==> src/hw/rtl/epg_pkg.sv <==
package epg_pkg;

	// Default rhythm length limit.
	localparam int MAX_STEPS_DEF = 32;

	// Sequencer states.
	typedef enum logic [3:0] {
		S_IDLE,
		S_INIT,
		S_DIV,
		S_DIVW,
		S_PLAN,
		S_AHEAD,
		S_BHEAD,
		S_BLOOP,
		S_MRD,
		S_MWR,
		S_FHEAD,
		S_FACC,
		S_DONE
	} state_t;

	// Commands from the sequencer to the datapath.
	typedef struct packed {
		logic init_wr;
		logic init_one;
		logic rd;
		logic merge_wr;
		logic acc;
		logic clr_word;
		logic div_start;
	} cmd_t;

	// Status from the datapath to the sequencer.
	typedef struct packed {
		logic div_busy;
	} status_t;

endpackage

==> src/hw/rtl/euclidean_pattern_generator.sv <==
// Euclidean rhythm generator. Each input beat (steps, fills) yields one output
// beat: pattern holds the rhythm with the first step at bit steps-1, and invalid
// is set (pattern zero) when fills is zero, fills exceeds steps, or steps exceeds
// MAX_STEPS. One request is worked at a time through a sequencer and a group
// store with one write and two read ports. A request walks the store to fill it,
// divides, merges groups (in interleaving rounds, or one pass per pulse on the
// even-spread shortcut) and walks the store again to concatenate the result. An
// invalid request goes straight to the done state. A finished result sits in an
// output register and the next request is taken while it waits.
module euclidean_pattern_generator #(
	parameter int MAX_STEPS = epg_pkg::MAX_STEPS_DEF
) (
	input  logic        clk,
	input  logic        arst_n,
	input  logic        in_valid,
	output logic        in_ready,
	input  logic [5:0]  steps,
	input  logic [5:0]  fills,
	output logic        out_valid,
	input  logic        out_ready,
	output logic [31:0] pattern,
	output logic        invalid
);
	import epg_pkg::*;

	localparam int AW = $clog2(MAX_STEPS);
	localparam int CW = $clog2(MAX_STEPS+1);

	cmd_t                 cmd;
	status_t              status;
	logic [AW-1:0]        wr_addr, rd_addr_a, rd_addr_b;
	logic [CW-1:0]        dividend, divisor, quo, rem;
	logic [MAX_STEPS-1:0] word;
	logic [MAX_STEPS+31:0] word_ext;
	logic                 fin, fin_invalid, out_free;
	logic                 out_valid_q;
	logic [31:0]          pattern_q;
	logic                 invalid_q;

	epg_ctrl #(.MAX_STEPS(MAX_STEPS)) u_ctrl (
		.clk        (clk),
		.arst_n     (arst_n),
		.in_valid   (in_valid),
		.in_ready   (in_ready),
		.steps      (steps),
		.fills      (fills),
		.out_free   (out_free),
		.fin        (fin),
		.fin_invalid(fin_invalid),
		.cmd        (cmd),
		.wr_addr    (wr_addr),
		.rd_addr_a  (rd_addr_a),
		.rd_addr_b  (rd_addr_b),
		.dividend   (dividend),
		.divisor    (divisor),
		.status     (status),
		.quo        (quo),
		.rem        (rem)
	);

	epg_datapath #(.MAX_STEPS(MAX_STEPS)) u_dp (
		.clk      (clk),
		.arst_n   (arst_n),
		.cmd      (cmd),
		.wr_addr  (wr_addr),
		.rd_addr_a(rd_addr_a),
		.rd_addr_b(rd_addr_b),
		.dividend (dividend),
		.divisor  (divisor),
		.status   (status),
		.quo      (quo),
		.rem      (rem),
		.word     (word)
	);

	// Output register: loads when empty or being drained.
	assign out_free = !out_valid_q || out_ready;
	assign word_ext = {32'b0, word};

	always_ff @(posedge clk or negedge arst_n) begin
		if (!arst_n) begin
			out_valid_q <= 1'b0;
		end else if (fin) begin
			out_valid_q <= 1'b1;
		end else if (out_ready) begin
			out_valid_q <= 1'b0;
		end
	end

	always_ff @(posedge clk) begin
		if (fin) begin
			pattern_q <= fin_invalid ? 32'b0 : word_ext[31:0];
			invalid_q <= fin_invalid;
		end
	end

	assign out_valid = out_valid_q;
	assign pattern   = pattern_q;
	assign invalid   = invalid_q;

endmodule

==> src/hw/rtl/epg_datapath.sv <==
module epg_datapath #(
	parameter int MAX_STEPS = epg_pkg::MAX_STEPS_DEF
) (
	input  logic                               clk,
	input  logic                               arst_n,
	input  epg_pkg::cmd_t                      cmd,
	input  logic [$clog2(MAX_STEPS)-1:0]       wr_addr,
	input  logic [$clog2(MAX_STEPS)-1:0]       rd_addr_a,
	input  logic [$clog2(MAX_STEPS)-1:0]       rd_addr_b,
	input  logic [$clog2(MAX_STEPS+1)-1:0]     dividend,
	input  logic [$clog2(MAX_STEPS+1)-1:0]     divisor,
	output epg_pkg::status_t                   status,
	output logic [$clog2(MAX_STEPS+1)-1:0]     quo,
	output logic [$clog2(MAX_STEPS+1)-1:0]     rem,
	output logic [MAX_STEPS-1:0]               word
);
	import epg_pkg::*;

	localparam int CW  = $clog2(MAX_STEPS+1);
	localparam int GW  = MAX_STEPS;
	localparam int LW  = $clog2(MAX_STEPS+1);
	localparam int DCW = $clog2(CW+1);

	// One group: its bits, its length (a zero group counts one bit), nonzero mark.
	typedef struct packed {
		logic [GW-1:0] val;
		logic [LW-1:0] len;
		logic          nz;
	} grp_t;

	// Concatenate lo under hi, lo taking its own length.
	function automatic grp_t join_grp(grp_t hi, grp_t lo);
		grp_t r;
		r.val = (hi.val << lo.len) | lo.val;
		r.len = hi.nz ? LW'(hi.len + lo.len) : lo.len;
		r.nz  = hi.nz | lo.nz;
		return r;
	endfunction

	grp_t          mem [MAX_STEPS];
	grp_t          rda_q;
	grp_t          rdb_q;
	grp_t          word_q;
	grp_t          init_g;
	logic [CW:0]   r_q;
	logic [CW-1:0] q_q;
	logic [CW-1:0] d_q;
	logic [DCW-1:0] dcnt_q;
	logic [CW:0]   r_sh;

	// Group store: one write port, two registered read ports.
	always_comb begin
		init_g.val = GW'(cmd.init_one);
		init_g.len = LW'(1);
		init_g.nz  = cmd.init_one;
	end

	always_ff @(posedge clk) begin
		if (cmd.init_wr) begin
			mem[wr_addr] <= init_g;
		end else if (cmd.merge_wr) begin
			mem[wr_addr] <= join_grp(rda_q, rdb_q);
		end
		if (cmd.rd) begin
			rda_q <= mem[rd_addr_a];
			rdb_q <= mem[rd_addr_b];
		end
	end

	// Result word accumulator.
	always_ff @(posedge clk) begin
		if (cmd.clr_word) begin
			word_q.val <= '0;
			word_q.len <= LW'(1);
			word_q.nz  <= 1'b0;
		end else if (cmd.acc) begin
			word_q <= join_grp(word_q, rda_q);
		end
	end

	assign word = word_q.val;

	// Restoring divider, one quotient bit per cycle.
	assign r_sh = {r_q[CW-1:0], q_q[CW-1]};

	always_ff @(posedge clk or negedge arst_n) begin
		if (!arst_n) begin
			dcnt_q <= '0;
		end else if (cmd.div_start) begin
			dcnt_q <= DCW'(CW);
		end else if (dcnt_q != '0) begin
			dcnt_q <= dcnt_q - 1'b1;
		end
	end

	always_ff @(posedge clk) begin
		if (cmd.div_start) begin
			r_q <= '0;
			q_q <= dividend;
			d_q <= divisor;
		end else if (dcnt_q != '0) begin
			if (r_sh >= {1'b0, d_q}) begin
				r_q <= r_sh - {1'b0, d_q};
				q_q <= {q_q[CW-2:0], 1'b1};
			end else begin
				r_q <= r_sh;
				q_q <= {q_q[CW-2:0], 1'b0};
			end
		end
	end

	assign status.div_busy = (dcnt_q != '0);
	assign quo = q_q;
	assign rem = r_q[CW-1:0];

endmodule

==> src/hw/rtl/epg_ctrl.sv <==
module epg_ctrl #(
	parameter int MAX_STEPS = epg_pkg::MAX_STEPS_DEF
) (
	input  logic                               clk,
	input  logic                               arst_n,
	input  logic                               in_valid,
	output logic                               in_ready,
	input  logic [5:0]                         steps,
	input  logic [5:0]                         fills,
	input  logic                               out_free,
	output logic                               fin,
	output logic                               fin_invalid,
	output epg_pkg::cmd_t                      cmd,
	output logic [$clog2(MAX_STEPS)-1:0]       wr_addr,
	output logic [$clog2(MAX_STEPS)-1:0]       rd_addr_a,
	output logic [$clog2(MAX_STEPS)-1:0]       rd_addr_b,
	output logic [$clog2(MAX_STEPS+1)-1:0]     dividend,
	output logic [$clog2(MAX_STEPS+1)-1:0]     divisor,
	input  epg_pkg::status_t                   status,
	input  logic [$clog2(MAX_STEPS+1)-1:0]     quo,
	input  logic [$clog2(MAX_STEPS+1)-1:0]     rem
);
	import epg_pkg::*;

	localparam int AW         = $clog2(MAX_STEPS);
	localparam int CW         = $clog2(MAX_STEPS+1);
	localparam int LOOP_LIMIT = 4 * MAX_STEPS + 4;
	localparam int IW         = $clog2(LOOP_LIMIT+1);

	state_t        state_q, state_d, ret_q, ret_d;
	logic [CW-1:0] n_q, n_d, k_q, k_d, count_q, count_d;
	logic [CW-1:0] ga_q, ga_d, gb_q, gb_d, a_q, a_d, j_q, j_d, t_q, t_d;
	logic [CW-1:0] dst_q, dst_d, src_q, src_d;
	logic [IW-1:0] iter_q, iter_d;
	logic          inv_q, inv_d;
	logic [CW:0]   src_w;
	logic [CW-1:0] dst_w;
	logic          ok_w;
	logic          req_bad;

	// Request check on the raw input fields.
	assign req_bad = (fills == 6'd0) || (fills > steps) ||
		(32'(steps) > 32'(MAX_STEPS));

	always_ff @(posedge clk or negedge arst_n) begin
		if (!arst_n) begin
			state_q <= S_IDLE;
			ret_q   <= S_IDLE;
		end else begin
			state_q <= state_d;
			ret_q   <= ret_d;
		end
	end

	always_ff @(posedge clk) begin
		n_q     <= n_d;
		k_q     <= k_d;
		count_q <= count_d;
		ga_q    <= ga_d;
		gb_q    <= gb_d;
		a_q     <= a_d;
		j_q     <= j_d;
		t_q     <= t_d;
		dst_q   <= dst_d;
		src_q   <= src_d;
		iter_q  <= iter_d;
		inv_q   <= inv_d;
	end

	// Merge source counts down from the last live group; it must stay in range.
	always_comb begin
		dst_w = (state_q == S_AHEAD) ? a_q : j_q;
		src_w = {1'b0, count_q} - (CW+1)'(1) - {1'b0, j_q};
		ok_w  = !src_w[CW] && (src_w[CW-1:0] < count_q) && (dst_w < count_q);
	end

	// Sequencer: next state, counters and datapath commands.
	always_comb begin
		state_d  = state_q;
		ret_d    = ret_q;
		n_d      = n_q;
		k_d      = k_q;
		count_d  = count_q;
		ga_d     = ga_q;
		gb_d     = gb_q;
		a_d      = a_q;
		j_d      = j_q;
		t_d      = t_q;
		dst_d    = dst_q;
		src_d    = src_q;
		iter_d   = iter_q;
		inv_d    = inv_q;
		cmd      = '0;
		in_ready = 1'b0;
		fin      = 1'b0;
		wr_addr  = dst_q[AW-1:0];
		rd_addr_a = dst_q[AW-1:0];
		rd_addr_b = src_q[AW-1:0];
		cmd.init_one = (a_q < k_q);

		case (state_q)
			S_IDLE: begin
				in_ready = 1'b1;
				if (in_valid) begin
					inv_d = req_bad;
					n_d   = CW'(steps);
					k_d   = CW'(fills);
					a_d   = '0;
					state_d = req_bad ? S_DONE : S_INIT;
				end
			end
			S_INIT: begin
				cmd.init_wr = 1'b1;
				wr_addr = a_q[AW-1:0];
				a_d = a_q + 1'b1;
				if (a_q == n_q - 1'b1) begin
					state_d = S_DIV;
				end
			end
			S_DIV: begin
				cmd.div_start = 1'b1;
				state_d = S_DIVW;
			end
			S_DIVW: begin
				if (!status.div_busy) begin
					state_d = S_PLAN;
				end
			end
			S_PLAN: begin
				count_d = n_q;
				a_d = '0;
				j_d = '0;
				ga_d = k_q;
				gb_d = n_q - k_q;
				iter_d = '0;
				if (quo != '0 && rem < CW'(2)) begin
					state_d = S_AHEAD;
				end else begin
					state_d = S_BHEAD;
				end
			end
			// Each pulse takes the trailing pauses in one pass.
			S_AHEAD: begin
				if (a_q < k_q) begin
					if (j_q < quo) begin
						dst_d = a_q;
						src_d = src_w[CW-1:0];
						j_d = j_q + 1'b1;
						if (ok_w) begin
							ret_d = S_AHEAD;
							state_d = S_MRD;
						end
					end else begin
						count_d = count_q - quo;
						a_d = a_q + 1'b1;
						j_d = '0;
					end
				end else begin
					a_d = '0;
					cmd.clr_word = 1'b1;
					state_d = S_FHEAD;
				end
			end
			// One interleaving round (merge count, new group counts), else on to concatenation.
			S_BHEAD: begin
				if (gb_q > CW'(1) && iter_q < IW'(LOOP_LIMIT)) begin
					j_d = '0;
					if (ga_q > gb_q) begin
						t_d  = gb_q;
						ga_d = gb_q;
						gb_d = ga_q - gb_q;
					end else if (gb_q > ga_q) begin
						t_d  = (count_q > gb_q) ? count_q - gb_q : '0;
						gb_d = gb_q - ga_q;
					end else begin
						t_d  = ga_q;
						gb_d = '0;
					end
					state_d = S_BLOOP;
				end else begin
					a_d = '0;
					cmd.clr_word = 1'b1;
					state_d = S_FHEAD;
				end
			end
			S_BLOOP: begin
				if (j_q < t_q) begin
					dst_d = j_q;
					src_d = src_w[CW-1:0];
					j_d = j_q + 1'b1;
					if (ok_w) begin
						ret_d = S_BLOOP;
						state_d = S_MRD;
					end
				end else begin
					count_d = count_q - t_q;
					iter_d = iter_q + 1'b1;
					state_d = S_BHEAD;
				end
			end
			S_MRD: begin
				cmd.rd = 1'b1;
				state_d = S_MWR;
			end
			S_MWR: begin
				cmd.merge_wr = 1'b1;
				state_d = ret_q;
			end
			// Concatenate the surviving groups into the result word.
			S_FHEAD: begin
				if (a_q < count_q) begin
					cmd.rd = 1'b1;
					rd_addr_a = a_q[AW-1:0];
					state_d = S_FACC;
				end else begin
					state_d = S_DONE;
				end
			end
			S_FACC: begin
				cmd.acc = 1'b1;
				a_d = a_q + 1'b1;
				state_d = S_FHEAD;
			end
			S_DONE: begin
				if (out_free) begin
					fin = 1'b1;
					state_d = S_IDLE;
				end
			end
			default: begin
				state_d = S_IDLE;
			end
		endcase
	end

	assign fin_invalid = inv_q;
	assign dividend = n_q - k_q;
	assign divisor  = k_q;

endmodule
==> config.mk <==
export PLATFORM = sky130hd
export DESIGN_NAME = euclidean_pattern_generator
export DESIGN_NICKNAME = d
export VERILOG_FILES = /design/src/hw/rtl/epg_pkg.sv /design/src/hw/rtl/euclidean_pattern_generator.sv /design/src/hw/rtl/epg_datapath.sv /design/src/hw/rtl/epg_ctrl.sv
export SDC_FILE = /design/constraint.sdc
export NUM_CORES = 2
export LEC_CHECK = 0
export BUFFER_PORTS_ARGS = -buffer_cell sky130_fd_sc_hd__buf_2
export CAP_MARGIN = 0
export CORE_MARGIN = 2
export CORE_UTILIZATION = 30
export CTS_BUF_LIST = sky130_fd_sc_hd__clkbuf_8
export DETAILED_ROUTE_END_ITERATION = 10
export GPL_ROUTABILITY_DRIVEN = 0
export SYNTH_ARGS = -nofsm -noshare
export SYNTH_HDL_FRONTEND = slang
export SYNTH_SLANG_ARGS = --single-unit
==> constraint.sdc <==
create_clock -name clk -period 8.4 [get_ports clk]
set_clock_uncertainty 0.1 [all_clocks]
set_input_delay 1.68 -clock clk [delete_from_list [all_inputs] [get_ports clk]]
set_output_delay 1.68 -clock clk [all_outputs]
set_load 0.01 [all_outputs]
* Word-level counts from Yosys, hierarchy flattened
Memory sizes are Yosys's and may differ from the RTL's. A register that Yosys moved wholly into a read port is not among the register bits. Cells that the tools add are included.
Cells by class: multiplexer cells 84, reduce and logical (&&, ||, !) cells 33, add/sub/neg operators 15, $lt $le $gt $ge 15, shift operators 2, equal/unequal tests 29, bitwise operators 4
Operator list (count):
- 6-bit two-way mux | 24
- 32-bit OR | 2
- 32-bit by 6-bit << shifter with 32-bit output | 2
- 4-bit two-way mux | 15
- 4-bit case mux with 13 select lines | 1
- 5-bit two-way mux | 9
- 6-bit subtractor | 7
- 39-bit two-way mux | 1
- 6-bit < comparator | 6
- 6-bit case mux with 5 select lines | 1
- 6-bit > comparator | 4
- 6-bit case mux with 2 select lines | 2
- 6-bit case mux with 4 select lines | 1
- 4-bit == test, second input constant | 5
- 5-bit case mux with 2 select lines | 2
- 1-bit two-way mux | 18
- 6-bit case mux with 3 select lines | 1
- 4-bit by 3-bit == test with 1-bit output, second input constant | 4
- 8-bit case mux with 2 select lines | 1
- 4-bit AND reduction | 4
- 2-bit by 1-bit != test with 1-bit output, second input constant | 7
- 2-bit != test, second input constant | 7
- 6-bit by 1-bit adder with 6-bit output, second input constant | 2
- 2-bit nonzero test | 5
- other kinds (35) | 51
Storage, ports and cells: memory bits (writable) 1248, register bits after elaboration 162, memories 1, output and inout port bits 35, bits of input ports 16
Memories:
- u_dp.mem | depth 32, width 39, read ports 2, clocked after Yosys merged registers in 2, write ports 1, RTL line epg_datapath.sv:40 | grp_t mem [MAX_STEPS];

* Logic depth before layout (Yosys ltp)
depth in word-level cells 9, depth in mapped cells 15

* Hierarchy
Synthesis repeated with hierarchy kept, for this count alone.
Second synthesis, totals: cell total of the unflattened synthesis 3940, area, all modules 73170.2 um^2
By module, submodules not included:
- epg_datapath | sequential area each 41014.3 um^2, area each 65690.5 um^2, cells an instance 3184, times used 1
- epg_ctrl | sequential area each 2162.1 um^2, area each 6228.5 um^2, cells an instance 685, times used 1
- euclidean_pattern_generator | sequential area each 1016.0 um^2, area each 1251.2 um^2, cells an instance 71, times used 1

* Worst setup path after synthesis
Ideal clock, no wire load.
kind register to register, from register u_ctrl.count_q[1], to register u_dp.rda_q[0] (netlist name), data required time 7.670 ns, cell stages (with the launch flop) 6, setup time 0.630 ns, data arrival time 7.109 ns, slack 0.561 ns, path buffers 0, cell sequence edfxtp_1 > inv_1 > ha_1 > a21oi_1 > o21ai_0 > a211oi_1
RTL lines:
- start: declaration | RTL line epg_ctrl.sv:31 | logic [CW-1:0] n_q, n_d, k_q, k_d, count_q, count_d;
- start signal: assignment | RTL line epg_ctrl.sv:58 | count_q <= count_d;

* Worst setup path in the final report
from register u_ctrl.a_q[3], to register u_dp.rda_q[27] (netlist name)
Between the ends: cells in the longest elaborated chain, start to end 3, elaborated cells on any way between the ends 5, classes of those cells order compare: 1; mux: 4
Ends and longest elaborated chain:
- start: declaration | RTL line epg_ctrl.sv:32 | logic [CW-1:0] ga_q, ga_d, gb_q, gb_d, a_q, a_d, j_q, j_d, t_q, t_d;
- start signal: assignment | RTL line epg_ctrl.sv:61 | a_q <= a_d;
- 6-bit < comparator | RTL line epg_ctrl.sv:211 | if (a_q < count_q) begin
- 1-bit two-way mux or 5-bit two-way mux (tied branches) | RTL line epg_ctrl.sv:211
- 1-bit case mux with 2 select lines or 5-bit two-way mux (tied branches) | RTL line epg_ctrl.sv:101 | case (state_q)
Several ways; a longest one is shown, not always the timed one. A chain may end at the register's enable or synchronous reset.

==> results.md <==
- Largest net degree at the start of global routing: 172
- Max cap viols: 0
- Antenna violations before repair: 10
- Via count: 48900
- Max transition margin: 8.284%
- Met1 Use GR: 25.98%
- RSZ-0062 raised after global routing: no
- GRT Residual Overflow: 0
- Comb power frac: 28.4%
- Part of the power in registers: 42.7%
- Ys async rst share: 0.6729%
- Chip width: 495.5 µm
- Detailed Route WL: 247000 µm
- Commonest non-fill, non-tap cell in the layout: edfxtp_1
- Flops & latches, synth: 1486
- Syn. warnings: 0
- Tot GR Track Use: 19.57%
- Clk_lat worst skew: 1050 ps
- Main flop type after synthesis: edfxtp_1
- CP Launch Type: flop
- Cts hold-fix bufs: 0
- Worst-Margin Slew: 1372 ps
- Post_cts resized: 0
- Post-CTS Setup Bufs: 0
- Peak supply drop: 0.1834 mV
- Nets: 5082
- Outcome: completed
- CTS tree: done
- Slew Viols, Final: 0
- Post-Syn Instances: 4870
- Hold WC Path Type: reg2reg
- # fillers: 23020
- Reg-to-reg slack, setup: 3300 ps
- TritonCTS buffer count: 274
- Chip height: 495.5 µm
- Register area share after synthesis: 60.97%
- Min Tclk post-route: 5100 ps
- Critical path origin: u_ctrl.a_q[3]$_DFFE_PP_
- Leak pwr: 0.02696 µW
- M2 GR Usage: 30.29%
- Post-Syn Area: 72480 µm²
- Fin cells: 8349
- Crit path DAT: 5840 ps
- Post-synth EDFFs: 1438
- DRT iter0 DRCs: 7246
- Vias in the first global route: 47770
- Final setup viols: 0
- I/O pins: 51
- Placed cells: 7881
- Area delta synth->final: 12.50%
- CP max FO: 166
- GR Util met3: 4.631%
- Clk pwr share: 28.9%
- Core area: 240300 µm²
- DR pass1 iterations: 6
- Post-DP HPWL: 134700 µm
- Row count: 180
- Reg2Reg Launch Point: u_ctrl.a_q[3]$_DFFE_PP_
- Critical path type: reg2reg
- Mean Syn Cell Area: 14.88 µm²
- Internal power: 14570 µW
- FMAX: 196.1 MHz
- Die footprint: 245500 µm²
- Antenna viol nets, final: 0
- Clock root buffer: clkbuf_8
- Final hold vios: 0
- Wire length per cell: 29.58 µm
- Starting Density: 30.16%
- Most frequent cells in the layout: edfxtp_1 (1438), nand2_1 (732), mux4_2 (442)
- Post-Syn Nets: 4980
- Switching Share: 33.92%
- Period utilization: 60.71%
- Vias per inst: 5.857
- Net Sw Power: 7476 µW
- GR peak layer: met2
- First-pass GRT wire length: 347400 µm
- Power Density: 270.3 nW/µm²
- Distinct cells, synth: 69
- Share of cells above drive strength 1: 21.05%
- Critical path required time: 9140 ps
- CTS sink count: 1486
- Post-route DRC: 0
- H-tree depth: 5
- Clk slew on worst S/H paths: 60 ps
- I/O Buffers: 50
- FF-to-FF End: u_dp.rda_q[27]$_DFFE_PP_
- Setup_tns: 0 ps
- Cell count of the worst reg-to-reg path: 10
- Clock Tree Buf Depth: 4
- CP endpoint: u_dp.rda_q[27]$_DFFE_PP_
- CP endpoint kind: flop
## cell usage after synthesis, drive strengths merged, types with 4 or more instances
master  number  area [µm²]
or4          6       45.04
buf        150       709.4
inv         91       341.6
nor4         4       25.02
ha          86        1076
a21o        20       150.1
o21bai      10       86.33
o21a         4       30.03
o211ai       8       60.06
a21oi      107       535.5
a32oi      312        2733
xnor2       29       254.0
o21ai       80       400.4
a31oi        6       37.54
o31ai        4       30.03
mux4       442        9955
nand3b       8       60.06
o22ai        8       50.05
a221oi      21       183.9
nand2      733        2751
mux2i      400        4020
nand2b      17       106.4
dfrtp       10       250.2
a211oi      43       322.8
edfxtp    1438       43180
nand3       30       150.1
and2         6       37.54
nor2b       55       344.1
nand4       87       544.3
mux2        62       698.2
or2          4       25.03
nor3        39       195.2
nor3b        8       60.06
clkbuf     199       748.2
nor2       243       912.1
xor2        19       166.4
fa           8       160.2
dfxtp       38       760.7
## layer usage
| layer | wire [µm] | part of all wire [%] |
|---|---|---|
| met1 | 94340 | 38 |
| met2 | 111300 | 45 |
| met3 | 29090 | 12 |
| met4 | 12090 | 4.9 |
| met5 | 105 | 0.043 |
## logic make-up (layout without fill, tap and decap cells)
kind of cell	after synthesis	after routing	share of synthesized area [%]
AO/OA/AOI/OAI	643	643	6.612
buffers and inverters	441	729	2.488
other	0	6	0
XOR/XNOR	48	48	0.5800
flip-flops	1486	1486	60.97
multiplexers	904	904	20.24
AND/OR/NAND/NOR	1254	1254	7.399
adder cells (fa/ha/maj)	94	94	1.706
## flip-flops by register name, summed over array words and instances, names as in the netlist, 8 cells and up
register	flops
u_dp.mem	1248
pattern	32
u_dp.word	32
u_dp.rdb_q	39
u_ctrl.iter_q	8
u_dp.rda_q	39
## area by class of cell
type                    instances  area (µm²)  area share, %
clock buffers                 285        3923          4.811
diodes                          6       15.01        0.01841
repair buffers                175        1276          1.565
inverters                      92       345.3         0.4235
multi-input cells            2943       26930          33.03
flip-flops and latches       1486       44190          54.20
clock inverters               177       872.1          1.070
well taps                    3185        3985          4.887
## per-stage QoR
stage | hold slack (ps) | instance area [µm²] | power (µW) | setup slack (ps) | util, %
after global routing | 402.9 | 81530 | 22880 | 3148 | 33.93
after floorplan | 326.4 | 72480 | 13690 | 561.0 | -
after global placement | 352.0 | 76730 | 15610 | 3465 | 31.93
after CTS | 377.2 | 81520 | 21990 | 3506 | 33.92
after detailed placement | 346.1 | 76730 | 15670 | 3499 | 31.93
final | 384.9 | 81540 | 22040 | 3300 | 33.93
## how the worst min path moves through the flow
stage,startpoint,to,cells past startpoint
after global placement,u_ctrl.divisor[3]$_DFFE_PP_,u_dp.d_q[3]$_DFFE_PP_,0
after floorplan,u_ctrl.divisor[2]$_DFFE_PP_,u_dp.d_q[2]$_DFFE_PP_,0
final,u_dp.r_q[5]$_SDFFE_PP0N_,u_dp.r_q[5]$_SDFFE_PP0N_,2
after detailed placement,u_ctrl.divisor[2]$_DFFE_PP_,u_dp.d_q[2]$_DFFE_PP_,0
after global routing,u_ctrl.divisor[2]$_DFFE_PP_,u_dp.d_q[2]$_DFFE_PP_,0
after CTS,u_dp.r_q[5]$_SDFFE_PP0N_,u_dp.r_q[5]$_SDFFE_PP0N_,2
## worst max-delay path: stages (launching register included)
cell	delay [ps]
edfxtp_1	800
ha_1	370
a211oi_1	310
o2111ai_1	170
o21bai_4	340
mux2_8	950
buf_12	710
mux2i_1	320
a32oi_1	280
nand4_1	130
nor2_1	200
## power groups by stage
stage | Sequential, µW | Combinational [µW] | Clock (µW)
6_report | 9410 | 6270 | 6370
5_1_grt | 9440 | 6690 | 6750
4_1_cts | 9370 | 6170 | 6440
3_5_place_dp | 9520 | 6140 | 0
3_3_place_gp | 9520 | 6090 | 0
2_1_floorplan | 9220 | 4480 | 0
(Power assumes the default switching activity.)
